<file path="src/rtl/rte_pkg.sv">
// ----------------------------------------------------------------------------
// rte_pkg
// Shared types and constants for the run-length text encoder.
// ----------------------------------------------------------------------------
`default_nettype none

package rte_pkg;

  localparam logic [32:0] MAX_RUN = 33'd65535;

  // run limit clamped to what a 16-bit count can hold
  localparam logic [15:0] RUN_LIMIT =
    (MAX_RUN > 33'd65535) ? 16'hFFFF :
    (MAX_RUN < 33'd1)     ? 16'd1    : MAX_RUN[15:0];

  localparam logic [7:0]  ASCII_ZERO  = 8'h30;
  localparam int          MAX_DIGITS  = 5;
  localparam int          DIGIT_IDX_W = $clog2(MAX_DIGITS + 1);

  // floor(v / 10) = (v * 52429) >> 19 for any 16-bit v
  localparam logic [31:0] DIV10_MUL   = 32'd52429;
  localparam int          DIV10_SHIFT = 19;

  localparam int          QUEUE_DEPTH = 4;
  localparam int          QUEUE_PTR_W = $clog2(QUEUE_DEPTH);
  localparam int          QUEUE_CNT_W = $clog2(QUEUE_DEPTH + 1);

  typedef struct packed {
    logic [7:0] in_char;
    logic       is_final;
  } in_item_t;

  typedef struct packed {
    logic [7:0] out_symbol;
    logic       last_of_group;
    logic       end_of_text;
  } out_item_t;

  // one run to be written out by the back end
  typedef struct packed {
    logic [15:0] run_length;
    logic [7:0]  run_char;
    logic        eot;
    logic        last;
  } run_cmd_t;

  typedef enum logic [1:0] {
    BK_IDLE,
    BK_CONV,
    BK_EMIT
  } back_state_t;

endpackage

`default_nettype wire

</file>
<file path="src/rtl/rle_text_encoder.sv">
// ----------------------------------------------------------------------------
// rle_text_encoder
// Run-length encoder for a text stream with decimal run counts.
// ----------------------------------------------------------------------------
// Input channel in_valid/in_ready/in_item carries one character per
// transaction, with is_final on the last character of the text. Output
// channel out_valid/out_ready/out_item carries one encoded byte per
// transaction: the run length as decimal digits, then the run character.
// last_of_group marks the last byte caused by one input, end_of_text the
// last byte of the text.
// A character that only extends a run is accepted without touching the
// queue. A run boundary queues a run; the digit emitter fetches it from
// the queue, converts one decimal digit per cycle (one divide-by-ten
// multiply), then writes one output byte per cycle while the receiver is
// ready. A four-entry queue lets input continue while runs are written
// out; the front stalls when the queue is full, and after a final
// character that closes a run, while the second run is queued.
// Reset clears the open run, the queue and the output valid flag.
// When the receiver stalls, the output byte holds and the queue fills.
// ----------------------------------------------------------------------------
`default_nettype none

module rle_text_encoder (
  input  wire logic               clk,
  input  wire logic               rst,
  input  wire logic               in_valid,
  output logic                    in_ready,
  input  wire rte_pkg::in_item_t  in_item,
  output logic                    out_valid,
  input  wire logic               out_ready,
  output rte_pkg::out_item_t      out_item
);

  logic              q_push;
  logic              q_pop;
  logic              q_full;
  logic              q_empty;
  rte_pkg::run_cmd_t q_cmd;
  rte_pkg::run_cmd_t q_head;

  rte_front u_front (
    .clk      (clk),
    .rst      (rst),
    .in_valid (in_valid),
    .in_ready (in_ready),
    .in_item  (in_item),
    .q_full   (q_full),
    .q_push   (q_push),
    .q_cmd    (q_cmd)
  );

  rte_queue u_queue (
    .clk      (clk),
    .rst      (rst),
    .push     (q_push),
    .push_cmd (q_cmd),
    .pop      (q_pop),
    .head     (q_head),
    .full     (q_full),
    .empty    (q_empty)
  );

  rte_back u_back (
    .clk       (clk),
    .rst       (rst),
    .q_head    (q_head),
    .q_empty   (q_empty),
    .q_pop     (q_pop),
    .out_valid (out_valid),
    .out_ready (out_ready),
    .out_item  (out_item)
  );

`ifndef SYNTH
  a_no_push_full: assert property (@(posedge clk) disable iff (rst)
    !(q_push && q_full))
    else $error("push into full run queue");

  a_no_pop_empty: assert property (@(posedge clk) disable iff (rst)
    !(q_pop && q_empty))
    else $error("pop from empty run queue");

  a_eot_is_last: assert property (@(posedge clk) disable iff (rst)
    out_valid && out_item.end_of_text |-> out_item.last_of_group)
    else $error("end of text without end of group");

  a_reset_idle: assert property (@(posedge clk)
    rst |=> !out_valid && !q_push)
    else $error("activity right after reset");
`endif

endmodule

`default_nettype wire

</file>
<file path="src/rtl/rte_queue.sv">
// ----------------------------------------------------------------------------
// rte_queue
// Small command queue between the run tracker and the digit emitter.
// ----------------------------------------------------------------------------
`default_nettype none

module rte_queue (
  input  wire logic              clk,
  input  wire logic              rst,
  input  wire logic              push,
  input  wire rte_pkg::run_cmd_t push_cmd,
  input  wire logic              pop,
  output rte_pkg::run_cmd_t      head,
  output logic                   full,
  output logic                   empty
);

  rte_pkg::run_cmd_t                    entries [rte_pkg::QUEUE_DEPTH];
  logic [rte_pkg::QUEUE_PTR_W-1:0]      wr_ptr;
  logic [rte_pkg::QUEUE_PTR_W-1:0]      rd_ptr;
  logic [rte_pkg::QUEUE_CNT_W-1:0]      count;

  assign full  = (count == rte_pkg::QUEUE_CNT_W'(rte_pkg::QUEUE_DEPTH));
  assign empty = (count == '0);
  assign head  = entries[rd_ptr];

  always_ff @(posedge clk) begin
    if (push) begin
      entries[wr_ptr] <= push_cmd;
    end
  end

  always_ff @(posedge clk) begin
    if (rst) begin
      wr_ptr <= '0;
      rd_ptr <= '0;
      count  <= '0;
    end else begin
      if (push) begin
        wr_ptr <= wr_ptr + 1'b1;
      end
      if (pop) begin
        rd_ptr <= rd_ptr + 1'b1;
      end
      if (push && !pop) begin
        count <= count + 1'b1;
      end else if (pop && !push) begin
        count <= count - 1'b1;
      end
    end
  end

endmodule

`default_nettype wire

</file>
<file path="src/rtl/rte_front.sv">
// ----------------------------------------------------------------------------
// rte_front
// Accepts characters, tracks the open run and queues runs to be written out.
// ----------------------------------------------------------------------------
`default_nettype none

module rte_front (
  input  wire logic              clk,
  input  wire logic              rst,
  input  wire logic              in_valid,
  output logic                   in_ready,
  input  wire rte_pkg::in_item_t in_item,
  input  wire logic              q_full,
  output logic                   q_push,
  output rte_pkg::run_cmd_t      q_cmd
);

  logic [7:0]        run_char;
  logic [15:0]       run_length;
  logic              run_open;
  logic              pend_valid;
  rte_pkg::run_cmd_t pend_cmd;

  logic              accept;
  logic              extend;
  logic              flush;
  logic [15:0]       new_length;
  logic [7:0]        new_char;
  rte_pkg::run_cmd_t flush_cmd;
  rte_pkg::run_cmd_t final_cmd;

  assign in_ready = !pend_valid && !q_full;
  assign accept   = in_valid && in_ready;

  assign extend = run_open && (in_item.in_char == run_char) &&
                  (run_length < rte_pkg::RUN_LIMIT);
  assign flush  = run_open && !extend;

  assign new_length = extend ? 16'(run_length + 16'd1) : 16'd1;
  assign new_char   = extend ? run_char : in_item.in_char;

  always_comb begin
    flush_cmd.run_length = run_length;
    flush_cmd.run_char   = run_char;
    flush_cmd.eot        = 1'b0;
    flush_cmd.last       = !in_item.is_final;
    final_cmd.run_length = new_length;
    final_cmd.run_char   = new_char;
    final_cmd.eot        = 1'b1;
    final_cmd.last       = 1'b1;
  end

  always_comb begin
    q_push = 1'b0;
    q_cmd  = flush_cmd;
    if (pend_valid) begin
      q_push = !q_full;
      q_cmd  = pend_cmd;
    end else if (accept && flush) begin
      q_push = 1'b1;
      q_cmd  = flush_cmd;
    end else if (accept && in_item.is_final) begin
      q_push = 1'b1;
      q_cmd  = final_cmd;
    end
  end

  always_ff @(posedge clk) begin
    if (accept && flush && in_item.is_final) begin
      pend_cmd <= final_cmd;
    end
  end

  always_ff @(posedge clk) begin
    if (rst) begin
      run_char   <= '0;
      run_length <= '0;
      run_open   <= 1'b0;
      pend_valid <= 1'b0;
    end else begin
      if (pend_valid && !q_full) begin
        pend_valid <= 1'b0;
      end else if (accept && flush && in_item.is_final) begin
        pend_valid <= 1'b1;
      end
      if (accept) begin
        if (in_item.is_final) begin
          run_char   <= '0;
          run_length <= '0;
          run_open   <= 1'b0;
        end else begin
          run_char   <= new_char;
          run_length <= new_length;
          run_open   <= 1'b1;
        end
      end
    end
  end

endmodule

`default_nettype wire

</file>
<file path="src/rtl/rte_back.sv">
// ----------------------------------------------------------------------------
// rte_back
// Turns queued runs into decimal digits followed by the run character.
// ----------------------------------------------------------------------------
`default_nettype none

module rte_back (
  input  wire logic              clk,
  input  wire logic              rst,
  input  wire rte_pkg::run_cmd_t q_head,
  input  wire logic              q_empty,
  output logic                   q_pop,
  output logic                   out_valid,
  input  wire logic              out_ready,
  output rte_pkg::out_item_t     out_item
);

  rte_pkg::back_state_t            state;
  rte_pkg::back_state_t            state_next;
  rte_pkg::run_cmd_t               cmd;
  logic [15:0]                     value;
  logic [3:0]                      digits [rte_pkg::MAX_DIGITS];
  logic [rte_pkg::DIGIT_IDX_W-1:0] nd;
  logic [rte_pkg::DIGIT_IDX_W-1:0] pos;

  logic [31:0]                     prod;
  logic [15:0]                     quo;
  logic [15:0]                     rem;
  logic                            slot_free;
  logic                            emit;
  rte_pkg::out_item_t              emit_item;

  // one decimal digit per cycle
  assign prod = 32'(value) * rte_pkg::DIV10_MUL;
  assign quo  = 16'(prod >> rte_pkg::DIV10_SHIFT);
  assign rem  = value - 16'((quo << 3) + (quo << 1));

  assign slot_free = !out_valid || out_ready;

  always_comb begin
    state_next = state;
    case (state)
      rte_pkg::BK_IDLE: begin
        if (!q_empty) begin
          state_next = rte_pkg::BK_CONV;
        end
      end
      rte_pkg::BK_CONV: begin
        if (quo == '0) begin
          state_next = rte_pkg::BK_EMIT;
        end
      end
      rte_pkg::BK_EMIT: begin
        if (slot_free && pos == '0) begin
          state_next = rte_pkg::BK_IDLE;
        end
      end
      default: state_next = rte_pkg::BK_IDLE;
    endcase
  end

  always_comb begin
    q_pop = (state == rte_pkg::BK_IDLE) && !q_empty;
    emit  = (state == rte_pkg::BK_EMIT) && slot_free;
    if (pos != '0) begin
      emit_item.out_symbol    = rte_pkg::ASCII_ZERO + 8'(digits[pos - 1'b1]);
      emit_item.last_of_group = 1'b0;
      emit_item.end_of_text   = 1'b0;
    end else begin
      emit_item.out_symbol    = cmd.run_char;
      emit_item.last_of_group = cmd.last;
      emit_item.end_of_text   = cmd.eot;
    end
  end

  always_ff @(posedge clk) begin
    if (q_pop) begin
      cmd   <= q_head;
      value <= (q_head.run_length == '0) ? 16'd1 : q_head.run_length;
      nd    <= '0;
    end
    if (state == rte_pkg::BK_CONV) begin
      digits[nd] <= rem[3:0];
      nd         <= nd + 1'b1;
      value      <= quo;
      pos        <= nd + 1'b1;
    end
    if (emit) begin
      out_item <= emit_item;
      pos      <= pos - 1'b1;
    end
  end

  always_ff @(posedge clk) begin
    if (rst) begin
      state     <= rte_pkg::BK_IDLE;
      out_valid <= 1'b0;
    end else begin
      state <= state_next;
      if (emit) begin
        out_valid <= 1'b1;
      end else if (out_ready) begin
        out_valid <= 1'b0;
      end
    end
  end

endmodule

`default_nettype wire

</file>
<file path="config.mk">
export PLATFORM = sky130hd
export DESIGN_NAME = rle_text_encoder
export DESIGN_NICKNAME = d
export VERILOG_FILES = /design/src/rtl/rte_pkg.sv /design/src/rtl/rle_text_encoder.sv /design/src/rtl/rte_queue.sv /design/src/rtl/rte_front.sv /design/src/rtl/rte_back.sv
export SDC_FILE = /design/constraint.sdc
export NUM_CORES = 1
export LEC_CHECK = 0
export BUFFER_PORTS_ARGS = -buffer_cell sky130_fd_sc_hd__buf_2
export CELL_PAD_IN_SITES_DETAIL_PLACEMENT = 1
export CELL_PAD_IN_SITES_GLOBAL_PLACEMENT = 2
export CORE_UTILIZATION = 45
export CTS_CLUSTER_DIAMETER = 80
export CTS_CLUSTER_SIZE = 40
export DETAILED_ROUTE_END_ITERATION = 10
export GPL_TIMING_DRIVEN = 0
export PLACE_DENSITY_LB_ADDON = 0.1
export SKIP_CTS_REPAIR_TIMING = 1
export SYNTH_ARGS = -nofsm -noshare
export SYNTH_HDL_FRONTEND = slang
export SYNTH_SLANG_ARGS = --single-unit
</file>
<file path="constraint.sdc">
create_clock -name clk -period 7.26 [get_ports clk]
set_clock_uncertainty 0.1 [all_clocks]
set_input_delay 1.815 -clock clk [delete_from_list [all_inputs] [get_ports clk]]
set_output_delay 1.815 -clock clk [all_outputs]
set_load 0.1 [all_outputs]
</file>
---- After elaboration in Yosys (flattened, before gate mapping) ----
Memories as Yosys holds them, arrays and structs flattened. A register that Yosys moved wholly into a read port is not among the register bits.
Cells that the tools add are included.
storage, ports and cells
  input port bits ......................... 13
  flip-flop bits (word level) ............. 102
  bits in writable memories ............... 124
  output and inout port bits .............. 12
  memories kept ........................... 2
operators by class
  magnitude comparators ................... 1
  add/subtract/negate cells ............... 10
  reduce and logical (&&, ||, !) cells .... 35
  multiplexer cells ....................... 33
  $mul .................................... 1
  equality and inequality tests ........... 7
memory list
  memory           depth  width  rd ports  clocked after Yosys merged registers in  write ports  line             RTL
  u_queue.entries  4      26     1         1                                        1            rte_queue.sv:18  rte_pkg::run_cmd_t entries [rte_pkg::QUEUE_DEPTH];
  u_back.digits    5      4      1         0                                        1            rte_back.sv:22   logic [3:0] digits [rte_pkg::MAX_DIGITS];
operators by type and width
  operator                                                number
  two-way mux 26 bit                                      3
  two-way mux 16 bit                                      3
  zero test 16 bit                                        2
  multiplier 16 x 16 -> 32 bit (second input constant)    1
  two-way mux 13 bit                                      2
  two-way mux 3 bit                                       6
  adder 16 x 1 -> 16 bit (second input constant)          1
  less-than comparator 16 bit (second input constant)     1
  two-way mux 8 bit                                       2
  logical AND 1 bit                                       14
  two-way mux 1 bit                                       10
  two-way mux 10 bit                                      1
  two-way mux 2 bit                                       5
  equality test 8 bit                                     1
  zero test 1 bit                                         8
  nonzero test 2 bit                                      4
  adder 6 x 4 -> 7 bit (first input constant)             1
  adder 3 x 1 -> 3 bit (second input constant)            2
  zero test 3 bit                                         2
  one-hot mux 2 bit (3 select lines)                      1
  subtractor 3 x 1 -> 3 bit (second input constant)       2
  adder 2 x 1 -> 2 bit (second input constant)            2
  adder 4 bit                                             1
  inequality test 2 x 1 -> 1 bit (second input constant)  2
  10 further kinds                                        10

---- Longest topological paths before layout ----
Gate-level depths: netlist of the first run.
  depth in word-level cells ............... 12
  mapped depth ............................ 23
  mapped depth without buffers ............ 23

---- By module ----
From an unflattened synthesis of the first run, not the netlist that was laid out.
unflattened totals
  cell total of the unflattened synthesis .. 1,265
  area, all modules ....................... 14,929.3 um^2
by module, submodules not included
  module     cells each  seq. area each (um^2)  area each (um^2)  instances
  rte_back   722         1,891.8                7,583.5           1
  rte_queue  180         3,303.2                4,226.6           1
  rte_front  363         1,241.2                3,119.2           1

---- Least setup slack after synthesis of the first run ----
OpenSTA, ideal clock, no wires.
  path kind ............................... reg2reg
  from .................................... register u_back.value[6]
  to ...................................... memory u_back.digits[0][3], data pin
  arrival ................................. 5.539 ns
  period minus slack after synthesis ...... 5.921 ns
  slack ................................... 1.339 ns
  cell stages (with the launch flop) ...... 22
  path through ............................ edfxtp_1 ha_1 inv_1 fa_1 inv_1 fa_1 fa_1 fa_1 inv_1 fa_1 inv_1 ha_1 nand4_1 nor2_1 nand3_1 o31ai_1 xor2_1 ha_1 nand2_1 nand2_1 xnor2_1 xnor2_1
between the ends
  word-level cells in the longest chain between the ends .. 3
RTL lines
  item                          line            RTL
  start: declaration            rte_back.sv:21  logic [15:0] value;
  start signal: assignment      rte_back.sv:79  value <= (q_head.run_length == '0) ? 16'd1 : q_head.run_length;
  start signal: assignment      rte_back.sv:85  value <= quo;
  multiplier 16 x 16 -> 32 bit  rte_back.sv:34  assign prod = 32'(value) * rte_pkg::DIV10_MUL;
  adder 4 bit                   rte_back.sv:36  assign rem = value - 16'((quo << 3) + (quo << 1));
  subtractor 4 bit              rte_back.sv:36
  via u_back.rem[3]             rte_back.sv:28  logic [15:0] rem;
  end: declaration              rte_back.sv:22
The timed path passes the listed nets, and every way through them passes these cells.

---- Worst setup path after layout of the first run ----
  from .................................... register u_back.value[6]
  to ...................................... register u_back.state[0]
between the ends
  word-level cells in the longest chain between the ends .. 4
RTL lines
  item                                      line            RTL
  multiplier 16 x 16 -> 32 bit              rte_back.sv:34
  zero test 16 bit                          rte_back.sv:49  if (quo == '0) begin
  inequality test 2 x 1 -> 1 bit (no line)  n/a
  AND reduction 3 bit (no line)             n/a
  end signal: assignment                    rte_back.sv:96  state <= rte_pkg::BK_IDLE;
  end signal: assignment                    rte_back.sv:99  state <= state_next;
  end: declaration                          rte_back.sv:18  rte_pkg::back_state_t state;
Every way passes these cells.
A chain may end at the register's enable or synchronous reset.

==> summary.md, run 1 <==
| Metric | Value |
|---|---|
| Flop-to-flop setup slack | `0.34 ns` |
| Routability cong. | `0.8543` |
| I/O Pins | `25` |
| Post-layout util | `49.37%` |
| Setup TNS | `0 ns` |
| First-pass GRT wire length | `55,420 um` |
| Hold WC Path Type | `reg2reg` |
| Final worst slack | `0.3446 ns` |
| Sequential area share after synthesis | `44.59%` |
| Async S/R FF share, synth | `0%` |
| Hold_sp | `u_front.run_char[4]` |
| Final worst-path cycle share | `95.25%` |
| Mapped Nets | `1,440` |
| WL final | `34,460 um` |
| NumNets Final | `1,480` |
| Vias post-DR | `8,944` |
| Post-synth top area cell | `edfxtp_1` |
| DP HPWL | `27,810 um` |
| Cells after Synth | `1,203` |
| Clock Latency Late Sink | `0.52 ns` |
| 1st-pass router iterations | `4` |
| Setup Viol. Count Final | `0` |
| Clock Tree Buf Depth | `3` |
| Synth Flop Type | `edfxtp_1` |
| Avg WL per Cell | `20.84 um` |
| Clock sink total | `228` |
| Crit path required time | `7.49 ns` |
| Top-count cell post-synth | `edfxtp_1` |
| Die area | `0.03279 mm^2` |
| WP data arrival | `7.15 ns` |
| Global-route usage over all layers | `21.83%` |
| ANT nets after route | `0` |
| # port buffers | `23` |
| Largest family of logic cells by synthesized area | `adder cells` |
| Synthesized area per cell | `12.00 um^2` |
| Largest net degree at the start of global routing | `36` |
| Vias/cell | `5.411` |
| Adder-cell area share of the yosys netlist | `23.58%` |
| XOR/XNOR Fraction of Synth Area | `3.156%` |
| Vert. Die Dim | `181.1 um` |
| Synth cell types | `72` |
| CP Class | `reg2reg` |
| F_max | `0.1446 GHz` |
| Max Cap Viol | `0` |
| H-Tree Depth | `1` |
| Initial antenna violation count | `0` |
| Final Max Slew Viols | `0` |
| CP Max Fanout | `5` |
| Slew margin rel. | `9.374%` |
| Cell Rows | `65` |
| Yosys reg bits | `228` |
| CTS tree | `done` |
| Pre-CTS WS | `-0.07205 ns` |
| Mux contribution to synthesized area | `6.277%` |
| Status | `completed` |
| Startpoint Class | `register` |
| # fillers | `3,341` |
| DRC Markers | `0` |
| Compound-Gate Fraction of Synth Area | `7.343%` |
| Min Tclk post-route | `6.915 ns` |
| Simple-gate area share of the yosys netlist | `8.869%` |
| Worst hold path stage count | `2` |
| WHS | `0.3940 ns` |
| Hold path endpoint | `u_front.run_char[4]` |
| Post-synth top area share | `38.91%` |
| Number of diodes | `0` |
| Core area | `0.03156 mm^2` |
| Synthesized area | `0.01443 mm^2` |
| YS warnings | `0` |
| Drt initial violations | `370` |
| Clk root buf | `clkbuf_16` |
| Reg2reg path depth | `20` |
| Actual slew at the worst max-slew pin | `1.359 ns` |
| RR Startpoint | `u_back.value[6]` |
| Num CTS Buffers | `14` |
| RSZ-0062 raised after global routing | `no` |
| EDFF count, synth | `187` |
| Endpoint type of the worst setup path | `register` |
| Post-synth top cells | `edfxtp_1 (187), inv_1 (181), ha_1 (144)` |
| Area contributors post-synth | `edfxtp_1 (39%), ha_1 (12%), fa_1 (11%)` |
| Clock-pin slew on the worst setup and hold paths | `0.12 ns` |
| Die Width | `181.1 um` |
| Endpoints failing hold | `0` |
| GRT Residual Overflow | `0` |
| Area Overhead vs Synth | `7.949%` |
| Number of global-route vias before repair | `9,758` |
| Initial Util | `45.74%` |
| Share of cells above drive strength 1 | `8.553%` |
| R2r endpoint | `u_back.state[0]` |
## cell families after synthesis
logic type	Yosys count
xor gates and xnor gates	52
and+or+nand+nor	247
muxes	53
AOI/OAI and AO/OA	169
DFF	228
adders and majority gates	224
buffers and inverters	230
## placed cells by master, fill, tap and decap left out, types with 8 or more instances in the layout
cell         n
a211oi_1     8
a21oi_1     54
and2_1       9
buf_2       31
clkbuf_1    35
clkbuf_16   14
dfxtp_1     41
edfxtp_1   187
fa_1        80
ha_1       144
inv_1      181
mux2i_1     23
mux4_2      30
nand2_1     90
nand2b_1     9
nand3_1     14
nand3b_1     9
nor2_1      47
nor3_1      11
nor4_1       9
o21ai_0     40
o21ai_1     10
or4_1       11
xnor2_1     21
xor2_1      29
## per-layer routing
layer	share of wire [%]	GRT usage, %	vias to the layer above
met2	53	40.69	81
met5	0	0	-
li1	-	-	4286
met3	1.7	1.713	31
met1	44	27.91	4546
met4	1.4	3.593	0
## final cells by class
class,count,area (um^2),share of cell area (%)
Buffer,48,209.0,1.341
Multi-Input combinational cell,745,7126,45.74
Clock buffer,14,350.3,2.249
Timing Repair Buffer,24,122.6,0.7870
Tap cell,402,503.0,3.228
Clock inverter,10,150.1,0.9637
Inverter,182,683.2,4.385
Sequential cell,228,6436,41.31
## worst max-delay path, stage by stage, from the launching register on
cell and delay (ns):
edfxtp_1 0.52, ha_1 0.46, inv_1 0.09, fa_1 0.54, inv_1 0.07, fa_1 0.52
fa_1 0.54, fa_1 0.56, inv_1 0.06, fa_1 0.53, inv_1 0.04, ha_1 0.34
o21ai_0 0.23, o21ai_0 0.11, a211oi_1 0.28, o21ai_2 0.16, o211a_1 0.29, o311ai_1 0.69
a21boi_1 0.30, and4bb_1 0.25, a221oi_1 0.09
## metrics by stage
| stage | instance area (um^2) | cells |
|---|---|---|
| final | 15580 | 1653 |
| after global placement | 15050 | 1628 |
| after detailed placement | 15050 | 1628 |
| after global routing | 15580 | 1653 |
| after CTS | 15550 | 1652 |
| after floorplan | 14430 | 1203 |
## worst max-delay path by stage
| stage | to | startpoint | cells past startpoint |
|---|---|---|---|
| 6_report | u_back.state[0] | u_back.value[6] | 20 |
| 5_1_grt | u_back.digits[4][3] | u_back.value[6] | 21 |
| 4_1_cts | u_back.digits[1][3] | u_back.value[6] | 21 |
| 3_5_place_dp | u_back.digits[3][3] | u_back.value[6] | 21 |
| 3_3_place_gp | u_back.digits[4][3] | u_back.value[6] | 21 |
| 2_1_floorplan | u_back.digits[0][3] | u_back.value[6] | 21 |
## flip-flops by register name (all words and copies together) (netlist names), named ones only
| register | cells |
|---|---|
| u_back.cmd | 10 |
| u_back.digits | 20 |
| u_back.nd | 3 |
| u_back.out_item | 10 |
| u_back.out_valid | 1 |
| u_back.pos | 3 |
| u_back.state | 2 |
| u_back.value | 16 |
| u_front.pend_cmd | 24 |
| u_front.pend_valid | 1 |
| u_front.run_char | 8 |
| u_front.run_length | 16 |
| u_front.run_open | 1 |
| u_queue.count | 3 |
| u_queue.entries | 104 |
| u_queue.rd_ptr | 2 |
| u_queue.wr_ptr | 2 |
Power of run 1 is left out: the tool's default activity adds up to more than one toggle a clock period on the data nets, which glitch-free logic cannot reach.
==> inputs of run 2 (changes only) <==
RECOVER_POWER = 25   (was default)
SETUP_SLACK_MARGIN = 0.05   (was default)
==> summary.md, run 2 (same netlist as run 1, synthesis figures left out) <==
| Metric | Value |
|---|---|
| Hold WC Path Type | `reg2reg` |
| Reg2reg path depth | `20 (unchanged)` |
| Core area | `0.03156 mm^2 (unchanged)` |
| Clock sink total | `228 (unchanged)` |
| Avg WL per Cell | `20.83 um (about the same)` |
| Clock-pin slew on the worst setup and hold paths | `0.12 ns (about the same)` |
| Max Cap Viol | `0 (unchanged)` |
| Endpoints failing hold | `0 (unchanged)` |
| Startpoint Class | `register` |
| Hold_sp | `u_front.run_char[6]` |
| Setup Viol. Count Final | `0 (unchanged)` |
| Slew margin rel. | `10.32% (+0.94 points)` |
| CP bufs+invs | `4 (unchanged)` |
| R2r endpoint | `u_back.state[0]` |
| Vias post-DR | `8,971 (+0.30%)` |
| # port buffers | `23 (unchanged)` |
| Most used cell, CP | `fa_1` |
| Initial antenna violation count | `0 (unchanged)` |
| Number of diodes | `0 (unchanged)` |
| Biggest regs | `u_queue.entries: 104 flops, u_front.pend_cmd: 24 flops, u_back.digits: 20 flops` |
| Number of global-route vias before repair | `9,758 (unchanged)` |
| Critical path's largest stage delay | `0.66 ns (-0.03 ns)` |
| Actual slew at the worst max-slew pin | `1.345 ns (-0.01412 ns)` |
| Clock Tree Buf Depth | `3 (unchanged)` |
| CP cell instances | `ha_1 > inv_1 > fa_1 > inv_1 > fa_1 > fa_1 > fa_1 > inv_1 > fa_1 > inv_1 > ha_1 > o21ai_0 > o21ai_0 > a211oi_1 > o21ai_2 > o211a_1 > o311ai_1 > a21boi_1 > and4bb_1 > a221oi_1` |
| Min Tclk post-route | `6.886 ns (-0.02917 ns)` |
| First-pass GRT wire length | `55,420 um (unchanged)` |
| I/O Pins | `25 (unchanged)` |
| DP HPWL | `27,810 um (unchanged)` |
| Share of cells above drive strength 1 | `7.674% (-0.88 points)` |
| Worst hold path stage count | `2 (unchanged)` |
| Hold path endpoint | `u_front.run_char[6]` |
| Num CTS Buffers | `14 (unchanged)` |
| Global-route usage over all layers | `21.83% (unchanged)` |
| CP Max Fanout | `5 (unchanged)` |
| Cell Rows | `65 (unchanged)` |
| Most frequent cells in the layout | `edfxtp_1 (187), inv_1 (182), ha_1 (144)` |
| Vert. Die Dim | `181.1 um (unchanged)` |
| Initial Util | `45.74% (unchanged)` |
| RSZ-0062 raised after global routing | `no` |
| WP data arrival | `7.12 ns (-0.03 ns)` |
| CP top delay family | `adder cells` |
| Status | `completed` |
| ANT nets after route | `0 (unchanged)` |
| Clk root buf | `clkbuf_16` |
| Die Width | `181.1 um (unchanged)` |
| F_max | `0.1452 GHz (+0.42%)` |
| DRC Markers | `0 (unchanged)` |
| WL final | `34,440 um (about the same)` |
| Vias/cell | `5.427 (+0.30%)` |
| GRT Residual Overflow | `0 (unchanged)` |
| Most common cell after layout, fill and taps aside | `edfxtp_1` |
| 1st-pass router iterations | `4 (unchanged)` |
| Endpoint type of the worst setup path | `register` |
| Routability cong. | `0.8543 (unchanged)` |
| Final worst-path cycle share | `94.85% (-0.40 points)` |
| RR Startpoint | `u_back.value[6]` |
| Largest net degree at the start of global routing | `36 (unchanged)` |
| Post-layout util | `49.32% (-0.055 points)` |
| Final Max Slew Viols | `0 (unchanged)` |
| Max FFs per register | `104 (unchanged)` |
| Crit path required time | `7.49 ns (about the same)` |
| Critical path's slowest cell | `o311ai_1` |
| CP startpoint | `u_back.value[6]` |
| NumNets Final | `1,480 (unchanged)` |
| CTS tree | `done` |
| Flop-to-flop setup slack | `0.37 ns (+0.03 ns)` |
| H-Tree Depth | `1 (unchanged)` |
| Area Overhead vs Synth | `7.828%` |
| Most flop-heavy register | `u_queue.entries` |
| Clock Latency Late Sink | `0.52 ns (about the same)` |
| Die area | `0.03279 mm^2 (unchanged)` |
| CP Class | `reg2reg` |
| Drt initial violations | `364 (-1.6%)` |
==> run 2: cell types whose count changed in the layout (fill, tap and decap cells not counted), sizes merged <==
cell,before,now
buf,37,26
clkbuf,49,60
==> run 2: cell type report <==
class	count	area, um^2
timing repair buffer	24	111.4
tap	402	503.0
fill	3343	15990
clock inverter	10	150.1
multi-input combinational	745	7119
inverter	182	683.2
buffer	48	209.0
sequential	228	6436
clock buffer	14	350.3
==> run 2: how the worst max path moves through the flow <==
stage / endpoint / slack (ns) / cells past startpoint
after global routing: u_back.digits[4][3] / 0.06 / 21
after detailed placement: u_back.digits[3][3] / -0.07 / 21
after global placement: u_back.digits[4][3] / -0.06 / 21
after CTS: u_back.digits[1][3] / -0.15 / 21
after floorplan: u_back.digits[0][3] / 1.34 / 21
final: u_back.state[0] / 0.37 / 20
==> run 2: stage by stage <==
| step | setup TNS (ns) | cells | instance area, um^2 | hold slack, ns | setup WS (ns) |
|---|---|---|---|---|---|
| final | 0 | 1653 | 15560 | 0.3950 | 0.3738 |
| after CTS | -0.7561 | 1652 | 15550 | 0.3975 | -0.1513 |
| after detailed placement | -0.3601 | 1628 | 15050 | 0.3803 | -0.07205 |
| after global routing | 0 | 1653 | 15560 | 0.4151 | 0.06210 |
| after global placement | -0.3129 | 1628 | 15050 | 0.3687 | -0.06262 |
| after floorplan | 0 | 1203 | 14430 | 0.3560 | 1.339 |
==> run 2: per-layer routing <==
metal  track usage (%)  vias up  routed length, um  part of all wire (%)
met3             1.713       35                611                   1.8
met1             27.91     4559              15230                    44
met4             3.593        0                544                   1.6
met5                 0        -                  0                     0
met2             40.69       91              18050                    52
li1                  -     4286                  -                     -
==> run 2: worst min-delay path: cells and delay by family, from the launching register on <==
family	cells	cell delay [ns]
DFF	1	0.35
and+or+nand+nor	1	0.06
AOI/OAI and AO/OA	1	0.05
Power of run 2 is left out for the same reason.
==> inputs of run 3 (changes only) <==
CORE_MARGIN = 4   (was default)
RECOVER_POWER = default   (was 25)
==> summary.md, run 3 (same netlist as run 1, synthesis figures left out) <==
| Metric | Value |
|---|---|
| WHS | `0.3890 ns (-0.005982 ns)` |
| Clock Latency Late Sink | `0.52 ns (about the same)` |
| Clk root buf | `clkbuf_16` |
| Die area | `0.03500 mm^2 (+6.7%)` |
| Most flop-heavy register | `u_queue.entries` |
| Pre-CTS WS | `-0.1269 ns (-0.05489 ns)` |
| F_max | `0.1461 GHz (+0.64%)` |
| Endpoint type of the worst setup path | `register` |
| Clock Tree Buf Depth | `3 (unchanged)` |
| ANT nets after route | `0 (unchanged)` |
| WL final | `33,810 um (-1.8%)` |
| DP HPWL | `27,580 um (-0.81%)` |
| Avg WL per Cell | `20.47 um (-1.8%)` |
| Initial antenna violation count | `0 (unchanged)` |
| Post-layout util | `49.32% (about the same)` |
| Initial Util | `45.62% (-0.12 points)` |
| H-Tree Depth | `1 (unchanged)` |
| Core area | `0.03164 mm^2 (+0.26%)` |
| NumNets Final | `1,479 (-0.068%)` |
| Cell Rows | `65 (unchanged)` |
| Final worst-path cycle share | `94.25% (-0.60 points)` |
| Setup Viol. Count Final | `0 (unchanged)` |
| Actual slew at the worst max-slew pin | `1.335 ns (-0.01014 ns)` |
| CP bufs+invs | `4 (unchanged)` |
| Met3 WL | `699 um (+14%)` |
| Num CTS Buffers | `14 (unchanged)` |
| Top routing layer in use | `met4` |
| Global-route usage over all layers | `19.80% (-2.0 points)` |
| Endpoints failing hold | `0 (unchanged)` |
| # fillers | `3,338 (-0.15%)` |
| Routability cong. | `0.8588 (+0.53%)` |
| Clock-pin slew on the worst setup and hold paths | `0.10 ns (-0.02 ns)` |
| Clock sink total | `228 (unchanged)` |
| CTS tree | `done` |
| Setup TNS | `0 ns (unchanged)` |
| Max Cap Viol | `0 (unchanged)` |
| CP Class | `reg2reg` |
| Wl on met1 | `14,470 um (-5.0%)` |
| Number of diodes | `0 (unchanged)` |
| Min Tclk post-route | `6.843 ns (-0.04368 ns)` |
| Biggest regs | `u_queue.entries: 104 flops, u_front.pend_cmd: 24 flops, u_back.digits: 20 flops` |
| Slew margin rel. | `10.99% (+0.68 points)` |
| Most frequent cells in the layout | `edfxtp_1 (187), inv_1 (181), ha_1 (144)` |
| # port buffers | `23 (unchanged)` |
| CP Max Fanout | `5 (unchanged)` |
| Crit path required time | `7.48 ns (about the same)` |
| Area Overhead vs Synth | `8.106%` |
| Largest net degree at the start of global routing | `35 (-2.8%)` |
| CP top delay family | `adder cells` |
| Wire length on met2 | `17,950 um (-0.57%)` |
| Most used cell, CP | `fa_1` |
| RSZ-0062 raised after global routing | `no` |
| DRC Markers | `0 (unchanged)` |
| GRT Residual Overflow | `0 (unchanged)` |
| Drt initial violations | `397 (+9.1%)` |
| Vert. Die Dim | `187.1 um (+3.3%)` |
| Final worst slack | `0.4175 ns (+0.04368 ns)` |
| Die Width | `187.1 um (+3.3%)` |
| 1st-pass router iterations | `4 (unchanged)` |
| I/O Pins | `25 (unchanged)` |
| Startpoint Class | `register` |
| Most common cell after layout, fill and taps aside | `edfxtp_1` |
| Critical path's largest stage delay | `0.66 ns (about the same)` |
| WP data arrival | `7.06 ns (-0.06 ns)` |
| Final Max Slew Viols | `0 (unchanged)` |
| Vias/cell | `5.321 (-2.0%)` |
| Hold WC Path Type | `reg2reg` |
| CP cell instances | `ha_1 > inv_1 > fa_1 > inv_1 > fa_1 > fa_1 > fa_1 > inv_1 > fa_1 > inv_1 > ha_1 > o21ai_0 > o21ai_0 > a211oi_1 > o21ai_2 > o211a_1 > o311ai_1 > a21boi_1 > and4bb_1 > a221oi_1` |
| First-pass GRT wire length | `54,940 um (-0.86%)` |
| Status | `completed` |
| Vias post-DR | `8,790 (-2.0%)` |
| Critical path's slowest cell | `o311ai_1` |
| Share of cells above drive strength 1 | `8.480% (+0.81 points)` |
| Max FFs per register | `104 (unchanged)` |
| Number of global-route vias before repair | `9,741 (-0.17%)` |
run 3: cell types whose count changed in the layout (fill, tap and decap cells not counted), moves of 2 or more:
cell / delta
clkbuf_1: -10
buf_2: +9
and2_0: -3
and2_1: +2
buf_1: +2
clkinv_8: +2
inv_12: +2
inv_16: -2
inv_6: -2
run 3: worst min-delay path, stage by stage, from the launching register on:
cell and delay [ns]:
dfxtp_1 0.34, nand2_1 0.06, a21oi_1 0.05
run 3: layout make-up:
cell class,instances,area (um^2),share of cell area [%]
plain buffers,48,209.0,1.339
clock buffers,15,354.1,2.269
clock inverters,9,155.1,0.9944
inverters,182,683.2,4.378
multi-input cells,745,7147,45.81
flip-flops and latches,228,6436,41.25
well taps,402,503.0,3.224
repair buffers,23,115.1,0.7378
run 3: worst paths after layout:
path         depth (start not counted)  slack, ns             endpoint                start
max reg2reg                         20       0.42      u_back.state[0]      u_back.value[6]
min                                  2       0.39  u_front.run_char[1]  u_front.run_char[1]
max                                 20       0.42      u_back.state[0]      u_back.value[6]
min reg2reg                          2       0.39  u_front.run_char[1]  u_front.run_char[1]
run 3: per-stage QoR:
stage,area (um^2),std cells
final,15600,1652
after global routing,15600,1652
after CTS,15560,1652
after detailed placement,15050,1628
after global placement,15050,1628
after floorplan,14430,1203
run 3: per-layer routing:
layer	track usage, %	up-vias
li1	-	4283
met1	25.71	4382
met2	36.39	93
met3	1.642	32
met4	4.152	0
met5	0	-
Power of run 3 is left out for the same reason.
